===== src/design/co2seq_pkg.sv =====
`timescale 1ns / 1ps
package co2seq_pkg;

    localparam int REPLY_BYTES_DEF        = 49;
    localparam int SENSOR_STATE_BYTES_DEF = 23;

    localparam logic [15:0] PRESSURE_RST   = 16'd10124;
    localparam logic [31:0] CALIB_PER_RST  = 32'd691200000;
    localparam logic [7:0]  ABC_RST        = 8'd112;
    localparam logic [7:0]  ABC_RF_RST     = 8'd114;

    localparam logic [15:0] CRC_POLY = 16'hA001;
    localparam logic [15:0] CRC_INIT = 16'hFFFF;

    localparam logic [7:0] ADDR_BYTE    = 8'hFE;
    localparam logic [7:0] CMD_WRITE    = 8'h41;
    localparam logic [7:0] CMD_READ     = 8'h44;
    localparam logic [7:0] CMD_SEQ      = 8'h20;
    localparam logic [7:0] REG_HI       = 8'h00;
    localparam logic [7:0] REG_LO       = 8'h80;
    localparam logic [7:0] INIT_LEN     = 8'h01;
    localparam logic [7:0] INIT_CMD     = 8'h10;
    localparam logic [7:0] INIT_CRC_LO  = 8'h28;
    localparam logic [7:0] INIT_CRC_HI  = 8'h7E;
    localparam logic [7:0] STAT0_MASK   = 8'hDD;
    localparam logic [7:0] STAT1_MASK   = 8'hF7;
    localparam logic [7:0] STAT0_CALIB  = 8'h08;
    localparam logic [15:0] CONC_MAX    = 16'd10000;

    // byte positions in the long reply
    localparam int IDX_CONC_HI = 29;
    localparam int IDX_CONC_LO = 30;
    localparam int IDX_STAT1   = 41;
    localparam int IDX_STAT0   = 42;
    localparam int IDX_STATE   = 4;
    localparam int ACK_BYTES   = 4;

    localparam logic [31:0] T_INIT_CHARGE = 32'd60000;
    localparam logic [31:0] T_CHARGE      = 32'd5000;
    localparam logic [31:0] T_BOOT_TO     = 32'd300;
    localparam logic [31:0] T_BOOT_WAIT   = 32'd140;
    localparam logic [31:0] T_POLL        = 32'd10;
    localparam logic [31:0] T_ACK_TO      = 32'd80;
    localparam logic [31:0] T_MEAS_TO_CAL = 32'd1000;
    localparam logic [31:0] T_MEAS_TO     = 32'd250;
    localparam logic [31:0] T_MEAS_WAIT   = 32'd50;
    localparam logic [31:0] T_REPLY_TO    = 32'd100;
    localparam logic [31:0] T_RETRY       = 32'd100;
    localparam logic [31:0] T_ERR_WAIT    = 32'd500;

    localparam logic [1:0] KIND_TICK  = 2'd0;
    localparam logic [1:0] KIND_BYTE  = 2'd1;
    localparam logic [1:0] KIND_MEAS  = 2'd2;
    localparam logic [1:0] KIND_CALIB = 2'd3;

    localparam logic [2:0] CFG_PRESSURE = 3'd0;
    localparam logic [2:0] CFG_PERIOD   = 3'd1;
    localparam logic [2:0] CFG_CAL_PER  = 3'd2;
    localparam logic [2:0] CFG_ABC      = 3'd3;
    localparam logic [2:0] CFG_ABC_RF   = 3'd4;

    localparam logic [1:0] EV_NONE = 2'd0;
    localparam logic [1:0] EV_MEAS = 2'd1;
    localparam logic [1:0] EV_ERR  = 2'd2;

    localparam logic [3:0] ERR_NONE       = 4'd0;
    localparam logic [3:0] ERR_BOOT_TO    = 4'd1;
    localparam logic [3:0] ERR_ACK_ADDR   = 4'd2;
    localparam logic [3:0] ERR_ACK_CMD    = 4'd3;
    localparam logic [3:0] ERR_ACK_CRC    = 4'd4;
    localparam logic [3:0] ERR_ACK_TO     = 4'd5;
    localparam logic [3:0] ERR_MEAS_TO    = 4'd6;
    localparam logic [3:0] ERR_REP_ADDR   = 4'd7;
    localparam logic [3:0] ERR_REP_CMD    = 4'd8;
    localparam logic [3:0] ERR_REP_CRC    = 4'd9;
    localparam logic [3:0] ERR_REP_STAT0  = 4'd10;
    localparam logic [3:0] ERR_REP_STAT1  = 4'd11;
    localparam logic [3:0] ERR_REP_TO     = 4'd12;

    typedef enum logic [2:0] {
        PH_INIT, PH_READY, PH_PRECHARGE, PH_CHARGE,
        PH_BOOT, PH_BOOT_READ, PH_MEASURE, PH_MEASURE_READ
    } phase_t;

    typedef enum logic [1:0] {
        FR_INIT, FR_SEQ, FR_READ
    } frame_t;

    typedef enum logic [2:0] {
        ST_IDLE, ST_NOW, ST_INTERVAL, ST_WAKE, ST_RUN, ST_RESULT, ST_REPORT, ST_SEND
    } ctrl_state_t;

    typedef struct packed {
        logic accept;
        logic tick_now;
        logic serve_interval;
        logic run;
        logic request;
        logic send;
        logic report;
    } cmd_t;

    typedef struct packed {
        logic out_free;
        logic run_due;
        logic is_frame;
        logic last_byte;
    } status_t;

    function automatic logic [15:0] crc_step(input logic [15:0] c_in, input logic [7:0] b);
        logic [15:0] c;
        c = c_in ^ {8'h00, b};
        for (int i = 0; i < 8; i++) begin
            c = c[0] ? ((c >> 1) ^ CRC_POLY) : (c >> 1);
        end
        return c;
    endfunction

    function automatic logic reached(input logic [31:0] now, input logic [31:0] t);
        logic [31:0] d;
        d = now - t;
        return ~d[31];
    endfunction

endpackage


===== src/design/co2seq_ctrl.sv =====
`timescale 1ns / 1ps
module co2seq_ctrl
(
    input  logic                  clk,
    input  logic                  rst_n,
    input  logic                  s_tvalid,
    input  logic [1:0]            s_tuser,
    output logic                  s_tready,
    input  co2seq_pkg::status_t   sts,
    output co2seq_pkg::cmd_t      cmd
);

    co2seq_pkg::ctrl_state_t state_reg, state_next;
    logic req_pend_reg, req_pend_next;

    always_ff @(posedge clk or negedge rst_n)
    begin
        if (!rst_n)
        begin
            state_reg    <= co2seq_pkg::ST_IDLE;
            req_pend_reg <= 1'b0;
        end
        else
        begin
            state_reg    <= state_next;
            req_pend_reg <= req_pend_next;
        end
    end

    // next state
    always_comb
    begin
        state_next    = state_reg;
        req_pend_next = req_pend_reg;
        case (state_reg)
            co2seq_pkg::ST_IDLE:
            begin
                if (s_tvalid)
                begin
                    case (s_tuser)
                        co2seq_pkg::KIND_TICK: state_next = co2seq_pkg::ST_NOW;
                        co2seq_pkg::KIND_BYTE: state_next = co2seq_pkg::ST_IDLE;
                        default:
                        begin
                            state_next    = co2seq_pkg::ST_REPORT;
                            req_pend_next = 1'b1;
                        end
                    endcase
                end
            end
            co2seq_pkg::ST_NOW:      state_next = co2seq_pkg::ST_INTERVAL;
            co2seq_pkg::ST_INTERVAL: state_next = co2seq_pkg::ST_WAKE;
            co2seq_pkg::ST_WAKE:
                state_next = sts.run_due ? co2seq_pkg::ST_RUN : co2seq_pkg::ST_IDLE;
            co2seq_pkg::ST_RUN:      state_next = co2seq_pkg::ST_RESULT;
            co2seq_pkg::ST_RESULT:
                state_next = sts.is_frame ? co2seq_pkg::ST_SEND : co2seq_pkg::ST_REPORT;
            co2seq_pkg::ST_REPORT:
            begin
                if (sts.out_free)
                begin
                    state_next    = co2seq_pkg::ST_IDLE;
                    req_pend_next = 1'b0;
                end
            end
            co2seq_pkg::ST_SEND:
            begin
                if (sts.out_free && sts.last_byte)
                begin
                    state_next = co2seq_pkg::ST_IDLE;
                end
            end
            default: state_next = co2seq_pkg::ST_IDLE;
        endcase
    end

    // outputs
    always_comb
    begin
        s_tready           = (state_reg == co2seq_pkg::ST_IDLE);
        cmd                = '0;
        cmd.accept         = s_tready && s_tvalid;
        cmd.tick_now       = (state_reg == co2seq_pkg::ST_NOW);
        cmd.serve_interval = (state_reg == co2seq_pkg::ST_INTERVAL);
        cmd.run            = (state_reg == co2seq_pkg::ST_RUN);
        cmd.request        = (state_reg == co2seq_pkg::ST_REPORT) && sts.out_free
                             && req_pend_reg;
        cmd.report         = (state_reg == co2seq_pkg::ST_REPORT) && sts.out_free
                             && !req_pend_reg;
        cmd.send           = (state_reg == co2seq_pkg::ST_SEND) && sts.out_free;
    end

endmodule


===== src/design/co2seq_dp.sv =====
`timescale 1ns / 1ps
module co2seq_dp
#(
    parameter int REPLY_BYTES        = co2seq_pkg::REPLY_BYTES_DEF,
    parameter int SENSOR_STATE_BYTES = co2seq_pkg::SENSOR_STATE_BYTES_DEF
)
(
    input  logic                  clk,
    input  logic                  rst_n,
    input  co2seq_pkg::cmd_t      cmd,
    output co2seq_pkg::status_t   sts,
    input  logic [1:0]            in_kind,
    input  logic [7:0]            in_byte,
    input  logic                  in_ready,
    input  logic [7:0]            in_mode,
    input  logic                  cfg_wr,
    input  logic [2:0]            cfg_index,
    input  logic [31:0]           cfg_data,
    input  logic                  m_tready,
    output logic                  m_tvalid,
    output logic                  m_tlast,
    output logic                  m_tuser,
    output logic [39:0]           m_tdata
);

    localparam int CW  = $clog2(REPLY_BYTES + 1);
    localparam int SW  = $clog2(SENSOR_STATE_BYTES);
    localparam int IW  = $clog2(SENSOR_STATE_BYTES + 11);
    localparam logic [IW-1:0] LEN_INIT = IW'(8);
    localparam logic [IW-1:0] LEN_SEQ  = IW'(SENSOR_STATE_BYTES + 10);
    localparam logic [IW-1:0] LEN_READ = IW'(7);

    logic [15:0] pressure_reg, pressure_next;
    logic [31:0] period_reg, period_next;
    logic [31:0] cal_per_reg, cal_per_next;
    logic [7:0]  abc_reg, abc_next;
    logic [7:0]  abc_rf_reg, abc_rf_next;
    co2seq_pkg::phase_t phase_reg, phase_next;
    logic [31:0] now_reg, now_next;
    logic [31:0] wake_reg, wake_next;
    logic [31:0] tmo_reg, tmo_next;
    logic [31:0] cal_due_reg, cal_due_next;
    logic [31:0] intv_reg, intv_next;
    logic [7:0]  mode_reg, mode_next;
    logic        cal_run_reg, cal_run_next;
    logic        first_reg, first_next;
    logic [CW-1:0] cnt_reg, cnt_next;
    logic [15:0] rx_crc_reg, rx_crc_next;
    logic [7:0]  b0_reg, b0_next, b1_reg, b1_next;
    logic [7:0]  st0_reg, st0_next, st1_reg, st1_next;
    logic [7:0]  chi_reg, chi_next, clo_reg, clo_next;
    logic [7:0]  pend_reg [SENSOR_STATE_BYTES];
    logic [7:0]  pend_next [SENSOR_STATE_BYTES];
    logic [7:0]  saved_reg [SENSOR_STATE_BYTES];
    logic [7:0]  saved_next [SENSOR_STATE_BYTES];
    logic [7:0]  sent_reg, sent_next;
    logic [3:0]  err_reg, err_next;
    logic [15:0] conc_reg, conc_next;
    logic        valid_reg, valid_next;
    logic        chg_reg, chg_next, sen_reg, sen_next, uart_reg, uart_next;
    logic        rdy_in_reg, rdy_in_next;
    logic [7:0]  mode_in_reg, mode_in_next;
    logic [1:0]  kind_in_reg, kind_in_next;
    co2seq_pkg::frame_t frame_reg, frame_next;
    logic [IW-1:0] idx_reg, idx_next;
    logic [15:0] tx_crc_reg, tx_crc_next;
    logic [1:0]  res_ev_reg, res_ev_next;
    logic        res_frame_reg, res_frame_next;

    logic        ov_reg, ov_next, okind_reg, okind_next, olast_reg, olast_next;
    logic [7:0]  obyte_reg, obyte_next;
    logic [1:0]  oev_reg, oev_next;
    logic        oacc_reg, oacc_next;
    logic        ochg_reg, ochg_next, osen_reg, osen_next, ouart_reg, ouart_next;
    logic [3:0]  oerr_reg, oerr_next;
    logic [15:0] oconc_reg, oconc_next;
    logic        oval_reg, oval_next;

    logic          out_free;
    logic          meas, acc;
    logic          fail;
    logic [3:0]    fail_code;
    logic [31:0]   cal_d;
    logic [IW-1:0] flen, off;
    logic [7:0]    tx_b;
    logic          store;
    logic [15:0]   conc_w;

    assign out_free      = !ov_reg || m_tready;
    assign sts.out_free  = out_free;
    assign sts.run_due   = (phase_reg != co2seq_pkg::PH_READY)
                           && co2seq_pkg::reached(now_reg, wake_reg);
    assign sts.is_frame  = res_frame_reg;
    assign sts.last_byte = (idx_reg == flen - IW'(1));
    assign cal_d         = now_reg - cal_due_reg;
    assign off           = idx_reg - IW'(6);
    assign conc_w        = {chi_reg, clo_reg};

    // frame length and byte select
    always_comb
    begin
        case (frame_reg)
            co2seq_pkg::FR_INIT: flen = LEN_INIT;
            co2seq_pkg::FR_SEQ:  flen = LEN_SEQ;
            default:             flen = LEN_READ;
        endcase
        tx_b = 8'h00;
        case (idx_reg)
            IW'(0): tx_b = co2seq_pkg::ADDR_BYTE;
            IW'(1): tx_b = (frame_reg == co2seq_pkg::FR_READ) ? co2seq_pkg::CMD_READ
                                                              : co2seq_pkg::CMD_WRITE;
            IW'(2): tx_b = co2seq_pkg::REG_HI;
            IW'(3): tx_b = co2seq_pkg::REG_LO;
            default:
            begin
                case (frame_reg)
                    co2seq_pkg::FR_INIT:
                    begin
                        case (idx_reg)
                            IW'(4):  tx_b = co2seq_pkg::INIT_LEN;
                            IW'(5):  tx_b = co2seq_pkg::INIT_CMD;
                            IW'(6):  tx_b = co2seq_pkg::INIT_CRC_LO;
                            default: tx_b = co2seq_pkg::INIT_CRC_HI;
                        endcase
                    end
                    co2seq_pkg::FR_SEQ:
                    begin
                        if (idx_reg == IW'(4))
                            tx_b = 8'(SENSOR_STATE_BYTES + 3);
                        else if (idx_reg == IW'(5))
                            tx_b = cal_run_reg ? mode_reg : co2seq_pkg::CMD_SEQ;
                        else if (idx_reg < IW'(SENSOR_STATE_BYTES + 6))
                            tx_b = saved_reg[off[SW-1:0]];
                        else if (idx_reg == IW'(SENSOR_STATE_BYTES + 6))
                            tx_b = pressure_reg[15:8];
                        else if (idx_reg == IW'(SENSOR_STATE_BYTES + 7))
                            tx_b = pressure_reg[7:0];
                        else if (idx_reg == IW'(SENSOR_STATE_BYTES + 8))
                            tx_b = tx_crc_reg[7:0];
                        else
                            tx_b = tx_crc_reg[15:8];
                    end
                    default:
                    begin
                        case (idx_reg)
                            IW'(4):  tx_b = 8'(REPLY_BYTES - 5);
                            IW'(5):  tx_b = tx_crc_reg[7:0];
                            default: tx_b = tx_crc_reg[15:8];
                        endcase
                    end
                endcase
            end
        endcase
    end

    always_comb
    begin
        pressure_next = pressure_reg;
        period_next   = period_reg;
        cal_per_next  = cal_per_reg;
        abc_next      = abc_reg;
        abc_rf_next   = abc_rf_reg;
        phase_next    = phase_reg;
        now_next      = now_reg;
        wake_next     = wake_reg;
        tmo_next      = tmo_reg;
        cal_due_next  = cal_due_reg;
        intv_next     = intv_reg;
        mode_next     = mode_reg;
        cal_run_next  = cal_run_reg;
        first_next    = first_reg;
        cnt_next      = cnt_reg;
        rx_crc_next   = rx_crc_reg;
        b0_next       = b0_reg;
        b1_next       = b1_reg;
        st0_next      = st0_reg;
        st1_next      = st1_reg;
        chi_next      = chi_reg;
        clo_next      = clo_reg;
        pend_next     = pend_reg;
        saved_next    = saved_reg;
        sent_next     = sent_reg;
        err_next      = err_reg;
        conc_next     = conc_reg;
        valid_next    = valid_reg;
        chg_next      = chg_reg;
        sen_next      = sen_reg;
        uart_next     = uart_reg;
        rdy_in_next   = rdy_in_reg;
        mode_in_next  = mode_in_reg;
        kind_in_next  = kind_in_reg;
        frame_next    = frame_reg;
        idx_next      = idx_reg;
        tx_crc_next   = tx_crc_reg;
        res_ev_next   = res_ev_reg;
        res_frame_next = res_frame_reg;
        meas          = 1'b0;
        fail          = 1'b0;
        fail_code     = co2seq_pkg::ERR_NONE;
        store         = 1'b0;

        // register writes
        if (cfg_wr)
        begin
            case (cfg_index)
                co2seq_pkg::CFG_PRESSURE: pressure_next = cfg_data[15:0];
                co2seq_pkg::CFG_PERIOD:
                begin
                    period_next = cfg_data;
                    if (cfg_data != 32'd0)
                    begin
                        intv_next = now_reg + cfg_data;
                        meas      = 1'b1;
                    end
                end
                co2seq_pkg::CFG_CAL_PER: cal_per_next = cfg_data;
                co2seq_pkg::CFG_ABC:     abc_next = cfg_data[7:0];
                co2seq_pkg::CFG_ABC_RF:  abc_rf_next = cfg_data[7:0];
                default: ;
            endcase
        end

        if (cmd.accept)
        begin
            rdy_in_next  = in_ready;
            mode_in_next = in_mode;
            kind_in_next = in_kind;
            if (in_kind == co2seq_pkg::KIND_BYTE)
            begin
                store = ((phase_reg == co2seq_pkg::PH_BOOT_READ)
                         && (cnt_reg < CW'(co2seq_pkg::ACK_BYTES)))
                        || ((phase_reg == co2seq_pkg::PH_MEASURE_READ)
                         && (cnt_reg < CW'(REPLY_BYTES)));
            end
        end

        // capture the reply fields as bytes arrive
        if (store)
        begin
            cnt_next    = cnt_reg + CW'(1);
            rx_crc_next = co2seq_pkg::crc_step((cnt_reg == '0) ? co2seq_pkg::CRC_INIT
                                                               : rx_crc_reg, in_byte);
            if (cnt_reg == CW'(0))                       b0_next  = in_byte;
            if (cnt_reg == CW'(1))                       b1_next  = in_byte;
            if (cnt_reg == CW'(co2seq_pkg::IDX_CONC_HI)) chi_next = in_byte;
            if (cnt_reg == CW'(co2seq_pkg::IDX_CONC_LO)) clo_next = in_byte;
            if (cnt_reg == CW'(co2seq_pkg::IDX_STAT1))   st1_next = in_byte;
            if (cnt_reg == CW'(co2seq_pkg::IDX_STAT0))   st0_next = in_byte;
            for (int i = 0; i < SENSOR_STATE_BYTES; i++)
            begin
                if (cnt_reg == CW'(i + co2seq_pkg::IDX_STATE))
                    pend_next[i] = in_byte;
            end
        end

        if (cmd.tick_now)
            now_next = now_reg + 32'd1;

        if (cmd.serve_interval && (period_reg != 32'd0)
            && co2seq_pkg::reached(now_reg, intv_reg))
        begin
            meas      = 1'b1;
            intv_next = intv_reg + period_reg;
        end

        if (cmd.request)
            meas = 1'b1;

        if (cmd.run)
        begin
            res_ev_next    = co2seq_pkg::EV_NONE;
            res_frame_next = 1'b0;
            case (phase_reg)
                co2seq_pkg::PH_INIT, co2seq_pkg::PH_PRECHARGE:
                begin
                    chg_next   = 1'b1;
                    wake_next  = now_reg + ((phase_reg == co2seq_pkg::PH_INIT)
                                 ? co2seq_pkg::T_INIT_CHARGE : co2seq_pkg::T_CHARGE);
                    phase_next = co2seq_pkg::PH_CHARGE;
                end
                co2seq_pkg::PH_CHARGE:
                begin
                    chg_next   = 1'b0;
                    sen_next   = 1'b1;
                    phase_next = co2seq_pkg::PH_BOOT;
                    tmo_next   = now_reg + co2seq_pkg::T_BOOT_TO;
                    wake_next  = now_reg + co2seq_pkg::T_BOOT_WAIT;
                end
                co2seq_pkg::PH_BOOT:
                begin
                    if (rdy_in_reg)
                    begin
                        if (co2seq_pkg::reached(now_reg, tmo_reg))
                        begin
                            fail      = 1'b1;
                            fail_code = co2seq_pkg::ERR_BOOT_TO;
                        end
                        else
                            wake_next = now_reg + co2seq_pkg::T_POLL;
                    end
                    else
                    begin
                        if (first_reg)
                        begin
                            frame_next   = co2seq_pkg::FR_SEQ;
                            cal_run_next = (cal_d != 32'd0) && !cal_d[31];
                        end
                        else
                            frame_next   = co2seq_pkg::FR_INIT;
                        res_frame_next = 1'b1;
                        idx_next       = '0;
                        tx_crc_next    = co2seq_pkg::CRC_INIT;
                        sent_next      = co2seq_pkg::CMD_WRITE;
                        uart_next      = 1'b1;
                        cnt_next       = '0;
                        phase_next     = co2seq_pkg::PH_BOOT_READ;
                        tmo_next       = now_reg + co2seq_pkg::T_ACK_TO;
                        wake_next      = now_reg + co2seq_pkg::T_POLL;
                    end
                end
                co2seq_pkg::PH_BOOT_READ:
                begin
                    if (cnt_reg >= CW'(co2seq_pkg::ACK_BYTES))
                    begin
                        uart_next = 1'b0;
                        if (b0_reg != co2seq_pkg::ADDR_BYTE)
                        begin
                            fail = 1'b1; fail_code = co2seq_pkg::ERR_ACK_ADDR;
                        end
                        else if (b1_reg != sent_reg)
                        begin
                            fail = 1'b1; fail_code = co2seq_pkg::ERR_ACK_CMD;
                        end
                        else if (rx_crc_reg != 16'd0)
                        begin
                            fail = 1'b1; fail_code = co2seq_pkg::ERR_ACK_CRC;
                        end
                        else
                        begin
                            phase_next = co2seq_pkg::PH_MEASURE;
                            tmo_next   = now_reg + (cal_run_reg ? co2seq_pkg::T_MEAS_TO_CAL
                                                                : co2seq_pkg::T_MEAS_TO);
                            wake_next  = now_reg + co2seq_pkg::T_MEAS_WAIT;
                        end
                    end
                    else if (co2seq_pkg::reached(now_reg, tmo_reg))
                    begin
                        fail = 1'b1; fail_code = co2seq_pkg::ERR_ACK_TO;
                    end
                    else
                        wake_next = now_reg + co2seq_pkg::T_POLL;
                end
                co2seq_pkg::PH_MEASURE:
                begin
                    if (!rdy_in_reg)
                    begin
                        if (co2seq_pkg::reached(now_reg, tmo_reg))
                        begin
                            fail = 1'b1; fail_code = co2seq_pkg::ERR_MEAS_TO;
                        end
                        else
                            wake_next = now_reg + co2seq_pkg::T_POLL;
                    end
                    else
                    begin
                        frame_next     = co2seq_pkg::FR_READ;
                        res_frame_next = 1'b1;
                        idx_next       = '0;
                        tx_crc_next    = co2seq_pkg::CRC_INIT;
                        sent_next      = co2seq_pkg::CMD_READ;
                        uart_next      = 1'b1;
                        cnt_next       = '0;
                        phase_next     = co2seq_pkg::PH_MEASURE_READ;
                        tmo_next       = now_reg + co2seq_pkg::T_REPLY_TO;
                        wake_next      = now_reg + co2seq_pkg::T_POLL;
                    end
                end
                co2seq_pkg::PH_MEASURE_READ:
                begin
                    if (cnt_reg >= CW'(REPLY_BYTES))
                    begin
                        uart_next = 1'b0;
                        sen_next  = 1'b0;
                        if (b0_reg != co2seq_pkg::ADDR_BYTE)
                        begin
                            fail = 1'b1; fail_code = co2seq_pkg::ERR_REP_ADDR;
                        end
                        else if (b1_reg != sent_reg)
                        begin
                            fail = 1'b1; fail_code = co2seq_pkg::ERR_REP_CMD;
                        end
                        else if (rx_crc_reg != 16'd0)
                        begin
                            fail = 1'b1; fail_code = co2seq_pkg::ERR_REP_CRC;
                        end
                        else if (((st0_reg & co2seq_pkg::STAT0_MASK) != 8'd0) && !cal_run_reg)
                        begin
                            fail = 1'b1; fail_code = co2seq_pkg::ERR_REP_STAT0;
                        end
                        else if (((st0_reg & co2seq_pkg::STAT0_MASK) != 8'd0)
                                 && (st0_reg == co2seq_pkg::STAT0_CALIB)
                                 && (mode_reg != abc_reg) && (mode_reg != abc_rf_reg))
                        begin
                            // calibration still busy: charge again
                            phase_next = co2seq_pkg::PH_CHARGE;
                            wake_next  = now_reg + co2seq_pkg::T_RETRY;
                        end
                        else if ((st1_reg & co2seq_pkg::STAT1_MASK) != 8'd0)
                        begin
                            fail = 1'b1; fail_code = co2seq_pkg::ERR_REP_STAT1;
                        end
                        else
                        begin
                            if (cal_run_reg)
                            begin
                                mode_next    = abc_reg;
                                cal_due_next = now_reg + cal_per_reg;
                            end
                            saved_next  = pend_reg;
                            first_next  = 1'b1;
                            conc_next   = conc_w;
                            valid_next  = (conc_w <= co2seq_pkg::CONC_MAX);
                            phase_next  = co2seq_pkg::PH_READY;
                            res_ev_next = co2seq_pkg::EV_MEAS;
                        end
                    end
                    else if (co2seq_pkg::reached(now_reg, tmo_reg))
                    begin
                        fail = 1'b1; fail_code = co2seq_pkg::ERR_REP_TO;
                    end
                    else
                        wake_next = now_reg + co2seq_pkg::T_POLL;
                end
                default: ;
            endcase
            if (fail)
            begin
                err_next    = fail_code;
                valid_next  = 1'b0;
                first_next  = 1'b0;
                chg_next    = 1'b0;
                sen_next    = 1'b0;
                uart_next   = 1'b0;
                phase_next  = co2seq_pkg::PH_INIT;
                wake_next   = now_reg + co2seq_pkg::T_ERR_WAIT;
                res_ev_next = co2seq_pkg::EV_ERR;
            end
        end

        if (cmd.send)
        begin
            idx_next = idx_reg + IW'(1);
            if (idx_reg < flen - IW'(2))
                tx_crc_next = co2seq_pkg::crc_step(tx_crc_reg, tx_b);
        end

        // calibration request stores its mode before acting as a measure request
        if (cmd.request && (kind_in_reg == co2seq_pkg::KIND_CALIB))
        begin
            mode_next    = mode_in_reg;
            cal_due_next = now_reg;
        end

        acc = meas && (phase_reg == co2seq_pkg::PH_READY);
        if (meas)
        begin
            if (phase_reg == co2seq_pkg::PH_READY)
            begin
                phase_next = co2seq_pkg::PH_PRECHARGE;
                wake_next  = now_reg;
            end
            else if (phase_reg == co2seq_pkg::PH_INIT)
                wake_next = now_reg;
        end
    end

    // output stage
    always_comb
    begin
        ov_next    = ov_reg && !m_tready;
        okind_next = okind_reg;
        obyte_next = obyte_reg;
        olast_next = olast_reg;
        oev_next   = oev_reg;
        oacc_next  = oacc_reg;
        ochg_next  = ochg_reg;
        osen_next  = osen_reg;
        ouart_next = ouart_reg;
        oerr_next  = oerr_reg;
        oconc_next = oconc_reg;
        oval_next  = oval_reg;
        if (cmd.send || cmd.report || cmd.request)
        begin
            ov_next    = 1'b1;
            okind_next = !cmd.send;
            obyte_next = cmd.send ? tx_b : 8'h00;
            olast_next = cmd.send && sts.last_byte;
            oev_next   = cmd.report ? res_ev_reg : co2seq_pkg::EV_NONE;
            oacc_next  = cmd.request && acc;
            ochg_next  = chg_reg;
            osen_next  = sen_reg;
            ouart_next = uart_reg;
            oerr_next  = err_reg;
            oconc_next = conc_reg;
            oval_next  = valid_reg;
        end
    end

    assign m_tvalid = ov_reg;
    assign m_tlast  = olast_reg;
    assign m_tuser  = okind_reg;
    assign m_tdata  = {5'd0, oacc_reg, oval_reg, oconc_reg, oerr_reg, oev_reg,
                       ouart_reg, osen_reg, ochg_reg, obyte_reg};

    always_ff @(posedge clk or negedge rst_n)
    begin
        if (!rst_n)
        begin
            pressure_reg  <= co2seq_pkg::PRESSURE_RST;
            period_reg    <= '0;
            cal_per_reg   <= co2seq_pkg::CALIB_PER_RST;
            abc_reg       <= co2seq_pkg::ABC_RST;
            abc_rf_reg    <= co2seq_pkg::ABC_RF_RST;
            phase_reg     <= co2seq_pkg::PH_INIT;
            now_reg       <= '0;
            wake_reg      <= '0;
            tmo_reg       <= '0;
            cal_due_reg   <= co2seq_pkg::CALIB_PER_RST;
            intv_reg      <= '0;
            mode_reg      <= co2seq_pkg::ABC_RST;
            cal_run_reg   <= 1'b0;
            first_reg     <= 1'b0;
            cnt_reg       <= '0;
            sent_reg      <= '0;
            err_reg       <= co2seq_pkg::ERR_NONE;
            conc_reg      <= '0;
            valid_reg     <= 1'b0;
            chg_reg       <= 1'b0;
            sen_reg       <= 1'b0;
            uart_reg      <= 1'b0;
            frame_reg     <= co2seq_pkg::FR_INIT;
            idx_reg       <= '0;
            res_ev_reg    <= co2seq_pkg::EV_NONE;
            res_frame_reg <= 1'b0;
            ov_reg        <= 1'b0;
        end
        else
        begin
            pressure_reg  <= pressure_next;
            period_reg    <= period_next;
            cal_per_reg   <= cal_per_next;
            abc_reg       <= abc_next;
            abc_rf_reg    <= abc_rf_next;
            phase_reg     <= phase_next;
            now_reg       <= now_next;
            wake_reg      <= wake_next;
            tmo_reg       <= tmo_next;
            cal_due_reg   <= cal_due_next;
            intv_reg      <= intv_next;
            mode_reg      <= mode_next;
            cal_run_reg   <= cal_run_next;
            first_reg     <= first_next;
            cnt_reg       <= cnt_next;
            sent_reg      <= sent_next;
            err_reg       <= err_next;
            conc_reg      <= conc_next;
            valid_reg     <= valid_next;
            chg_reg       <= chg_next;
            sen_reg       <= sen_next;
            uart_reg      <= uart_next;
            frame_reg     <= frame_next;
            idx_reg       <= idx_next;
            res_ev_reg    <= res_ev_next;
            res_frame_reg <= res_frame_next;
            ov_reg        <= ov_next;
        end
    end

    // payload registers
    always_ff @(posedge clk)
    begin
        rx_crc_reg  <= rx_crc_next;
        b0_reg      <= b0_next;
        b1_reg      <= b1_next;
        st0_reg     <= st0_next;
        st1_reg     <= st1_next;
        chi_reg     <= chi_next;
        clo_reg     <= clo_next;
        pend_reg    <= pend_next;
        saved_reg   <= saved_next;
        rdy_in_reg  <= rdy_in_next;
        mode_in_reg <= mode_in_next;
        kind_in_reg <= kind_in_next;
        tx_crc_reg  <= tx_crc_next;
        okind_reg   <= okind_next;
        obyte_reg   <= obyte_next;
        olast_reg   <= olast_next;
        oev_reg     <= oev_next;
        oacc_reg    <= oacc_next;
        ochg_reg    <= ochg_next;
        osen_reg    <= osen_next;
        ouart_reg   <= ouart_next;
        oerr_reg    <= oerr_next;
        oconc_reg   <= oconc_next;
        oval_reg    <= oval_next;
    end

endmodule


===== src/design/co2_sensor_modbus_sequencer.sv =====
`timescale 1ns / 1ps
// Pulsed CO2 sensor sequencer on a Modbus-style UART link. Input items (s_tuser:
// tick, received byte, measure request, calibration request) are taken one at a
// time. A received byte is captured while a reply is read. A tick advances the time,
// serves the measure interval and, when a step is due, runs it and then sends its
// frame or reports its result. A request waits for the output register. A step that
// sends a frame emits 7, 8 or SENSOR_STATE_BYTES + 10 transmit bytes, one per
// cycle while the output accepts them, with the CRC computed byte by byte by the
// datapath as the frame streams out. Configuration writes are taken in any cycle
// (cfg_ready is always high) and must only be issued while the block is idle.
module co2_sensor_modbus_sequencer
#(
    parameter int REPLY_BYTES        = co2seq_pkg::REPLY_BYTES_DEF,
    parameter int SENSOR_STATE_BYTES = co2seq_pkg::SENSOR_STATE_BYTES_DEF
)
(
    input  logic        clk,
    input  logic        rst_n,
    input  logic        s_tvalid,
    output logic        s_tready,
    input  logic [23:0] s_tdata,   // rx_byte[7:0], ready_level[8], calib_mode[16:9], zeros
    input  logic [1:0]  s_tuser,   // kind
    output logic        m_tvalid,
    input  logic        m_tready,
    // tx_byte[7:0], charge_on[8], sensor_on[9], uart_on[10], event_res[12:11],
    // error_code[16:13], concentration[32:17], valid_res[33], accepted[34], zeros
    output logic [39:0] m_tdata,
    output logic        m_tlast,
    output logic        m_tuser,   // out_kind
    input  logic        cfg_valid,
    output logic        cfg_ready,
    input  logic [2:0]  cfg_index,
    input  logic [31:0] cfg_data
);

    co2seq_pkg::cmd_t    cmd;
    co2seq_pkg::status_t sts;

    assign cfg_ready = 1'b1;

    co2seq_ctrl u_ctrl
    (
        .clk      (clk),
        .rst_n    (rst_n),
        .s_tvalid (s_tvalid),
        .s_tuser  (s_tuser),
        .s_tready (s_tready),
        .sts      (sts),
        .cmd      (cmd)
    );

    co2seq_dp
    #(
        .REPLY_BYTES        (REPLY_BYTES),
        .SENSOR_STATE_BYTES (SENSOR_STATE_BYTES)
    )
    u_dp
    (
        .clk       (clk),
        .rst_n     (rst_n),
        .cmd       (cmd),
        .sts       (sts),
        .in_kind   (s_tuser),
        .in_byte   (s_tdata[7:0]),
        .in_ready  (s_tdata[8]),
        .in_mode   (s_tdata[16:9]),
        .cfg_wr    (cfg_valid && cfg_ready),
        .cfg_index (cfg_index),
        .cfg_data  (cfg_data),
        .m_tready  (m_tready),
        .m_tvalid  (m_tvalid),
        .m_tlast   (m_tlast),
        .m_tuser   (m_tuser),
        .m_tdata   (m_tdata)
    );

`ifndef SYNTHESIS
    a_load_free: assert property (@(posedge clk) disable iff (!rst_n)
        (cmd.send || cmd.report || cmd.request) |-> sts.out_free)
        else $error("result loaded while output register full");

    a_one_cmd: assert property (@(posedge clk) disable iff (!rst_n)
        $onehot0({cmd.accept, cmd.send, cmd.report, cmd.request, cmd.run}))
        else $error("conflicting commands");

    a_last_tx: assert property (@(posedge clk) disable iff (!rst_n)
        (m_tvalid && m_tlast) |-> !m_tuser)
        else $error("frame end marked on a report");
`endif

endmodule

===== config.mk =====
export PLATFORM = sky130hd
export DESIGN_NAME = co2_sensor_modbus_sequencer
export DESIGN_NICKNAME = d
export VERILOG_FILES = /design/src/design/co2seq_pkg.sv /design/src/design/co2seq_ctrl.sv /design/src/design/co2seq_dp.sv /design/src/design/co2_sensor_modbus_sequencer.sv
export SDC_FILE = /design/constraint.sdc
export NUM_CORES = 2
export LEC_CHECK = 0
export ABC_AREA = 1
export ABC_CLOCK_PERIOD_IN_PS = 14100
export BUFFER_PORTS_ARGS = -buffer_cell sky130_fd_sc_hd__buf_4
export CAP_MARGIN = 15
export CORE_AREA = 3 3 300 302
export DETAILED_ROUTE_END_ITERATION = 6
export DIE_AREA = 0 0 303 305
export PLACE_DENSITY = 0.73
export SYNTH_ARGS = -nofsm -noshare
export SYNTH_HDL_FRONTEND = slang
export SYNTH_SLANG_ARGS = --single-unit

===== constraint.sdc =====
create_clock -name clk -period 14.1 [get_ports clk]
set_clock_uncertainty 0.1 [all_clocks]
set_input_delay 1.41 -clock clk [delete_from_list [all_inputs] [get_ports clk]]
set_output_delay 1.41 -clock clk [all_outputs]
set_load 0.005 [all_outputs]

== After elaboration in Yosys (flattened, before gate mapping) ==
Cells that the tools add are included.

* $add $sub $neg: 22
* Magnitude comparators: 8
* Equal/unequal tests: 94
* Muxes and demuxes: 221
* Bitwise logic cells: 28
* Reductions and logical operators: 111

{| class="wikitable"
|+ Operators with widths
! operator !! number
|-
| $mux W32 || 39
|-
| $mux W16 || 22
|-
| $pmux W32 S6 || 1
|-
| $mux W8 || 22
|-
| $add A32 B32 Y32 || 5
|-
| $pmux W32 S4 || 1
|-
| $sub A32 B32 Y32 || 4
|-
| $eq A6 B5 Y1 const B || 16
|-
| $reduce_bool A32 Y1 || 3
|-
| $mux W3 || 25
|-
| $reduce_and A2 Y1 || 36
|-
| $add A32 B7 Y32 const B || 2
|-
| $add A32 B9 Y32 const B || 2
|-
| $mux W1 || 57
|-
| $mux W4 || 13
|-
| $eq A6 B4 Y1 const B || 8
|-
| $mux W6 || 8
|-
| $not A2 Y3 || 16
|-
| $pmux W8 S2 || 3
|-
| $eq A6 B3 Y1 const B || 7
|-
| $bmux W8 S5 || 1
|-
| $ne A2 B2 Y1 const B || 19
|-
| $pmux W6 S2 || 3
|-
| $add A32 B1 Y32 const B || 1
|-
| 65 further kinds || 170
|}

* Flip-flop bits (word level): 819
* Input port bits: 66
* Word-level logic and storage cells: 582

== Depth between registers and ports, before layout ==
* Depth in word-level cells: 29
* Depth in mapped cells: 32
* Gate-level depth less buffers: 30

== Modules after synthesis ==
Synthesis repeated with hierarchy kept, for this count alone.

* Cell total of the unflattened synthesis: 5728
* Area total of the unflattened synthesis: 48820.6 µm²

{| class="wikitable"
|+ By module, submodules not included
! module !! times used !! cells an instance !! area an instance (µm²) !! sequential area each (µm²)
|-
| co2seq_dp || 1 || 5672 || 48490.3 || 22580.4
|-
| co2seq_ctrl || 1 || 54 || 319.1 || 100.1
|-
| co2_sensor_modbus_sequencer || 1 || 2 || 11.3 || 0.0
|}

== Worst setup path after synthesis ==
Ideal clock, no wire load.

* Path type: register to register
* Start point: reg u_dp.cnt_reg[0]
* End point: reg u_dp.saved_reg[0] in the netlist's numbering, enable pin
* Setup time: 619 ps
* Arrival: 6790 ps
* Required time: 13381 ps
* Path slack: 6591 ps
* Stages on the path, launching flop included: 11
* Clock period less this slack: 7509 ps
* Path through: dfrtp_1 > inv_1 > ha_1 > a211oi_1 > a31oi_1 > nor2_1 > inv_2 > nor2_1 > nand3_1 > nor2_1 > clkbuf_1

* Longest elaborated chain between the ends: 2

{| class="wikitable"
|+ RTL lines
! what !! RTL line !! text
|-
| start, declared || co2seq_dp.sv:47 || <nowiki>logic [CW-1:0] cnt_reg, cnt_next;</nowiki>
|-
| start signal, assigned || co2seq_dp.sv:563 || <nowiki>cnt_reg <= cnt_next;</nowiki>
|-
| $ge A6 B6 Y1 || co2seq_dp.sv:380 || <nowiki>if (cnt_reg >= CW'(REPLY_BYTES))</nowiki>
|-
| $reduce_and A9 Y1 (no source line) || - ||
|-
| end signal, assigned || co2seq_dp.sv:590 || <nowiki>saved_reg <= saved_next;</nowiki>
|-
| end, declared || co2seq_dp.sv:54 || <nowiki>logic [7:0] saved_reg [SENSOR_STATE_BYTES];</nowiki>
|}

Every way passes these cells.
A chain may end at the register's enable or synchronous reset.

== Final worst setup path ==
* Start point: reg u_dp.now_reg[0]
* End point: reg u_dp.wake_reg[13]

* Longest elaborated chain between the ends: 13
* Elaborated cells between the ends (all ways): 38

{| class="wikitable"
|+ RTL lines
! what !! RTL line !! text
|-
| start, declared || co2seq_dp.sv:39 || <nowiki>logic [31:0] now_reg, now_next;</nowiki>
|-
| start signal, assigned || co2seq_dp.sv:555 || <nowiki>now_reg <= now_next;</nowiki>
|-
| $add A32 B7 Y32 || co2seq_dp.sv:406 || <nowiki>wake_next = now_reg + co2seq_pkg::T_RETRY;</nowiki>
|-
| $mux W32 || co2seq_dp.sv:400 || <nowiki>else if (((st0_reg & co2seq_pkg::STAT0_MASK) != 8'd0)</nowiki>
|-
| $mux W32 || co2seq_dp.sv:396 || <nowiki>else if (((st0_reg & co2seq_pkg::STAT0_MASK) != 8'd0) && !cal_run_reg)</nowiki>
|-
| $mux W32 || co2seq_dp.sv:392 || <nowiki>else if (rx_crc_reg != 16'd0)</nowiki>
|-
| $mux W32 || co2seq_dp.sv:388 || <nowiki>else if (b1_reg != sent_reg)</nowiki>
|-
| $mux W32 || co2seq_dp.sv:384 || <nowiki>if (b0_reg != co2seq_pkg::ADDR_BYTE)</nowiki>
|-
| $mux W32 || co2seq_dp.sv:380 ||
|-
| $pmux W32 S6 || co2seq_dp.sv:273 || <nowiki>case (phase_reg)</nowiki>
|-
| $mux W32 || co2seq_dp.sv:436 || <nowiki>if (fail)</nowiki>
|-
| $mux W32 || co2seq_dp.sv:269 || <nowiki>if (cmd.run)</nowiki>
|-
| $mux W32 || co2seq_dp.sv:472 || <nowiki>else if (phase_reg == co2seq_pkg::PH_INIT)</nowiki>
|-
| $mux W32 || co2seq_dp.sv:467 || <nowiki>if (phase_reg == co2seq_pkg::PH_READY)</nowiki>
|-
| $mux W32 (*) || co2seq_dp.sv:465 || <nowiki>if (meas)</nowiki>
|-
| named net u_dp.wake_next[13] || co2seq_dp.sv:40 || <nowiki>logic [31:0] wake_reg, wake_next;</nowiki>
|-
| end signal, assigned || co2seq_dp.sv:556 || <nowiki>wake_reg <= wake_next;</nowiki>
|-
| end, declared || co2seq_dp.sv:40 ||
|}

Mark *: on every way through the listed nets, which the timed path passes. The rest lies on a longest branch. The select of a mux whose other input is x is not followed.

==> impl.org <==
** Cells and area
- Post-layout net count :: 6047
- Antenna cells :: 0
- Growth of design area from synthesis to finish :: 10.9%
- The filler cells instantiated in the layout total 7597.
- Cells with a size suffix above 1 make up between 7 and 8% of the layout.
- Share of the core filled with cells in the final layout :: 60.7%
- The finished layout holds 6960 standard cells, fillers aside.

** Min path
- Hold depth :: 0
- The worst hold path terminates at u_dp.saved_reg[79].
- In this run the most critical hold path is launched from u_dp.pend_reg[79].
- In this run the worst hold path is classified as register to register.

** Clock tree
- In this run the clock root is driven by a clkbuf_16.
- Post CTS Setup Buffer Count :: 0
- Clock latency at the later pin of the worst-skew pair :: 0.71 ns
- Inserted Clock Buffers :: between 80 and 90
- Clock tree from TritonCTS :: done
- Clock transition at the register clock pins on the worst setup and hold paths after CTS :: roughly 0.07 ns
- The clock passes through at most 3 buffers.
- Clock sink count :: slightly above 800
- Number of hold-repair buffers added at the cts stage :: 0
- In this run, post-CTS repair resized a total of 0 instances.
- Deepest level of the CTS H-tree :: 3

** Synth
- Most numerous cell in the Yosys netlist :: nand2_1
- Number of synthesized flops with an enable pin :: 479
- The synthesized netlist devotes 4.86% of its cell area to XOR and XNOR gates.
- Summed instance area of the synthesized netlist :: 0.0482 sq mm
- Adder and majority gate portion of the synthesized area :: 6.79%
- The synthesized netlist contains 70 unique library cells.
- For this run, asynchronously set or reset flops after synthesis account for between 30% and 40%.
- Of the post-synthesis cell area, the part taken by muxes is 0.0208%.
- After synthesis, flip-flops and latches occupy 47.1% of the total area.
- Summing the areas of all compound-gate instances in the mapped netlist gives 16.7% of the synthesized area.
- Flip-flop and latch count after synthesis :: 812
- By area, the combinational part of the netlist is dominated by simple AND/OR/NAND/NOR gates.
- Number of warning messages in the yosys log :: 0
- Area share of and/or/nand/nor cells after synthesis :: 17.7%
- Most area-hungry cell type in the Yosys netlist :: edfxtp_1
- Ranked by total cell area, the synthesized netlist is headed by edfxtp_1, dfrtp_1, nand2_1.
- Synthesis handed over a netlist of 5653 instances.
- Most frequent cells after synthesis :: nand2_1, inv_1, o21ai_0, edfxtp_1, nor2_1
- Most used flip-flop cell after synthesis :: edfxtp_1
- Synthesized area per cell :: 8.52 sq um
- After synthesis, the largest area contributor takes up approximately 30% of total cell area.

** Placed design
- After detailed placement, the design holds a cell count of ~6800.
- During placement, the flow inserted port buffers numbering 97.
- The congestion estimate from routability-driven global placement came to a little over 1.
- The wire-length estimate of the detail-placed layout is 113000 microns.

** Setup path
- The worst register-to-register path has a setup slack of roughly 8 ns.
- Critical Setup Path Class :: register to register
- STA puts the critical path data required time at 14.61 ns.
- Number of cell instances on the worst register-to-register path :: 19
- Worst-path fanout max :: 49
- The worst setup path is launched from a register.
- For the worst setup path, the data arrival time is approximately 6.5 ns.
- The worst register-to-register path begins at u_dp.now_reg[0].
- The worst setup path is captured at a register.
- Reg2Reg Capture Point :: u_dp.wake_reg[13]

** Timing
- Setup total negative slack :: 0 ns
- After layout, the worst path uses between 40% and 50% of the clock period.
- Setup repair after global routing left no endpoint under its margin.
- Final setup viols :: 0
- Pin slew with the least headroom to its limit :: 1.10 ns
- Post-route minimum period :: 5.95 ns
- Fin. max-slew vios :: 0
- Timing would allow up to approximately 170 MHz.
- The worst pin sits at a relative slew slack of 26.6%.
- Final number of hold-violating endpoints :: 0

** Floorplan
- The die covers 0.0924 sq mm.
- Number of I/O pins :: 111
- Die Span X :: between 300 and 400 microns
- The floorplan step set the die height to 305 microns.
- Core Box Area :: just under 0.09 sq mm
- Once the floorplan was initialized, standard cells occupied 54.8% of the core.
- The initialized floorplan defines 109 standard-cell rows.

** Routing
- Using the TritonRoute via totals, the vias-per-cell ratio works out to 6.10.
- Routed Wire Length :: 161000 microns
- The detail route stage leaves a number of antenna-violating nets equal to 0.
- WL per Instance :: around 23 microns
- Remaining DRCs :: 3
- The detailed router placed between 40000 and 50000 vias in this run.
- For this block, the initial DRC count from the detailed router was between 5000 and 6000.
- The pre-antenna-repair detailed-routing pass consisted of 7 iterations.

** Global routing
- Antenna violations before repair :: 0
- Largest net degree at the start of global routing :: 90
- Number of global-route vias before repair :: 40100
- Total congestion overflow after global routing :: 0
- The first global-routing pass estimated between 200000 and 250000 microns of wire.
- Global routing consumed, over all layers together, 34.4% of the routing resources.

** Power
- Power per standard cell area :: ~170 mW/mm^2
- Peak supply drop :: about 0.18 mV
- In this run the static leakage power is 22.5 nW.

** Run status
- Outcome :: finished, violations left
- Failing checks :: design-rule violations

** Flow run
- Max-cap violation count :: 0
[kinds of logic after synthesis]
group | count (synthesis)
buffers and inverters | 864
muxes | 1
DFF | 812
other | 2
adders and majority gates | 259
AOI/OAI and AO/OA | 1410
and+or+nand+nor | 2046
xor gates and xnor gates | 259
[through the flow]
step | cell area (sq um) | total power [mW] | hold WS, ns | setup WS (ns)
after floorplan | 48200 | 5.40 | 0.300 | 6.59
final | 53400 | 8.99 | 0.302 | 8.15
after global routing | 53400 | 9.48 | 0.310 | 7.97
after global placement | 50300 | 6.35 | 0.300 | 8.53
after detailed placement | 50300 | 6.43 | 0.305 | 8.51
after CTS | 53400 | 8.92 | 0.308 | 8.47
[where the power goes]
part	switching (mW)	total (mW)	internal, mW
Clock	1.04	2.49	1.45
Sequential	0.241	3.12	2.87
Combinational	2.30	3.39	1.09
[cell usage in the layout (no fill, tap or decap), drive strengths merged, types with 6 or more instances in the layout]
cell     netlist  routed
o22ai         34      34
edfxtp       479     479
a211oi        20      20
clkinv        14      45
nand3b         7       7
nand2       1040    1040
o21bai         8       8
o31ai         10      10
dfxtp         16      16
o221ai        56      56
o21a          15      15
o21ai        591     591
a31oi         44      44
o311ai        12      12
o2111ai       21      21
bufinv         0      12
nand4         44      44
a21o          10      10
ha           255     255
xor2         219     219
conb           2       7
or2           12      12
nor4          34      34
nor2         477     477
dfrtp        282     282
inv          641     648
a21boi        24      24
clkbuf       179     107
nand3        343     343
o211ai        61      61
dfstp         35      35
xnor2         40      40
a21oi        460     460
nor3          80      80
a22oi         12      12
a221oi         6       6
buf           30     185
[how the worst max path moves through the flow]
stage / startpoint / endpoint / slack [ns] / cells after the start
floorplan: u_dp.cnt_reg[0] / u_dp.saved_reg[0] / 6.59 / 10
global placement: u_dp.now_reg[0] / u_dp.wake_reg[13] / 8.53 / 19
detailed placement: u_dp.now_reg[0] / u_dp.wake_reg[13] / 8.51 / 19
CTS: u_dp.now_reg[0] / u_dp.wake_reg[13] / 8.47 / 19
global route: u_dp.now_reg[0] / u_dp.wake_reg[13] / 7.97 / 19
finish: u_dp.now_reg[0] / u_dp.wake_reg[13] / 8.15 / 19
[critical path, stage by stage (launching register included)]
cell,delay (ns)
dfrtp_1,0.79
inv_2,0.31
nand2_1,0.12
nand3_1,0.07
nand2_1,0.06
a21oi_1,0.09
o31ai_1,0.36
nand4_1,0.18
nand3b_1,0.13
nand2_1,0.06
buf_4,0.32
inv_1,0.83
nor2_1,0.07
inv_1,0.13
nand2_1,0.06
nand2_1,0.48
nand2_1,0.14
inv_1,0.66
o311ai_0,0.56
a31oi_1,0.31
[area by class of cell]
class	count	area [sq um]	share of cell area, %
Sequential cell	812	22700	42.5
Multi-Input combinational cell	3982	22300	41.7
Inverter	655	2460	4.61
Clock buffer	107	2390	4.48
Tap cell	1165	1460	2.73
Timing Repair Buffer	185	1400	2.61
Clock inverter	54	749	1.40
[per-layer routing]
layer  part of all wire [%]  vias to the layer above  track usage [%]
li1                       -                    19600                -
met3                     11                      396             7.19
met4                    4.4                        0             14.2
met2                     43                     2260             50.9
met5                      0                        -                0
met1                     42                    20200             49.4
(Power assumes the default switching activity.)
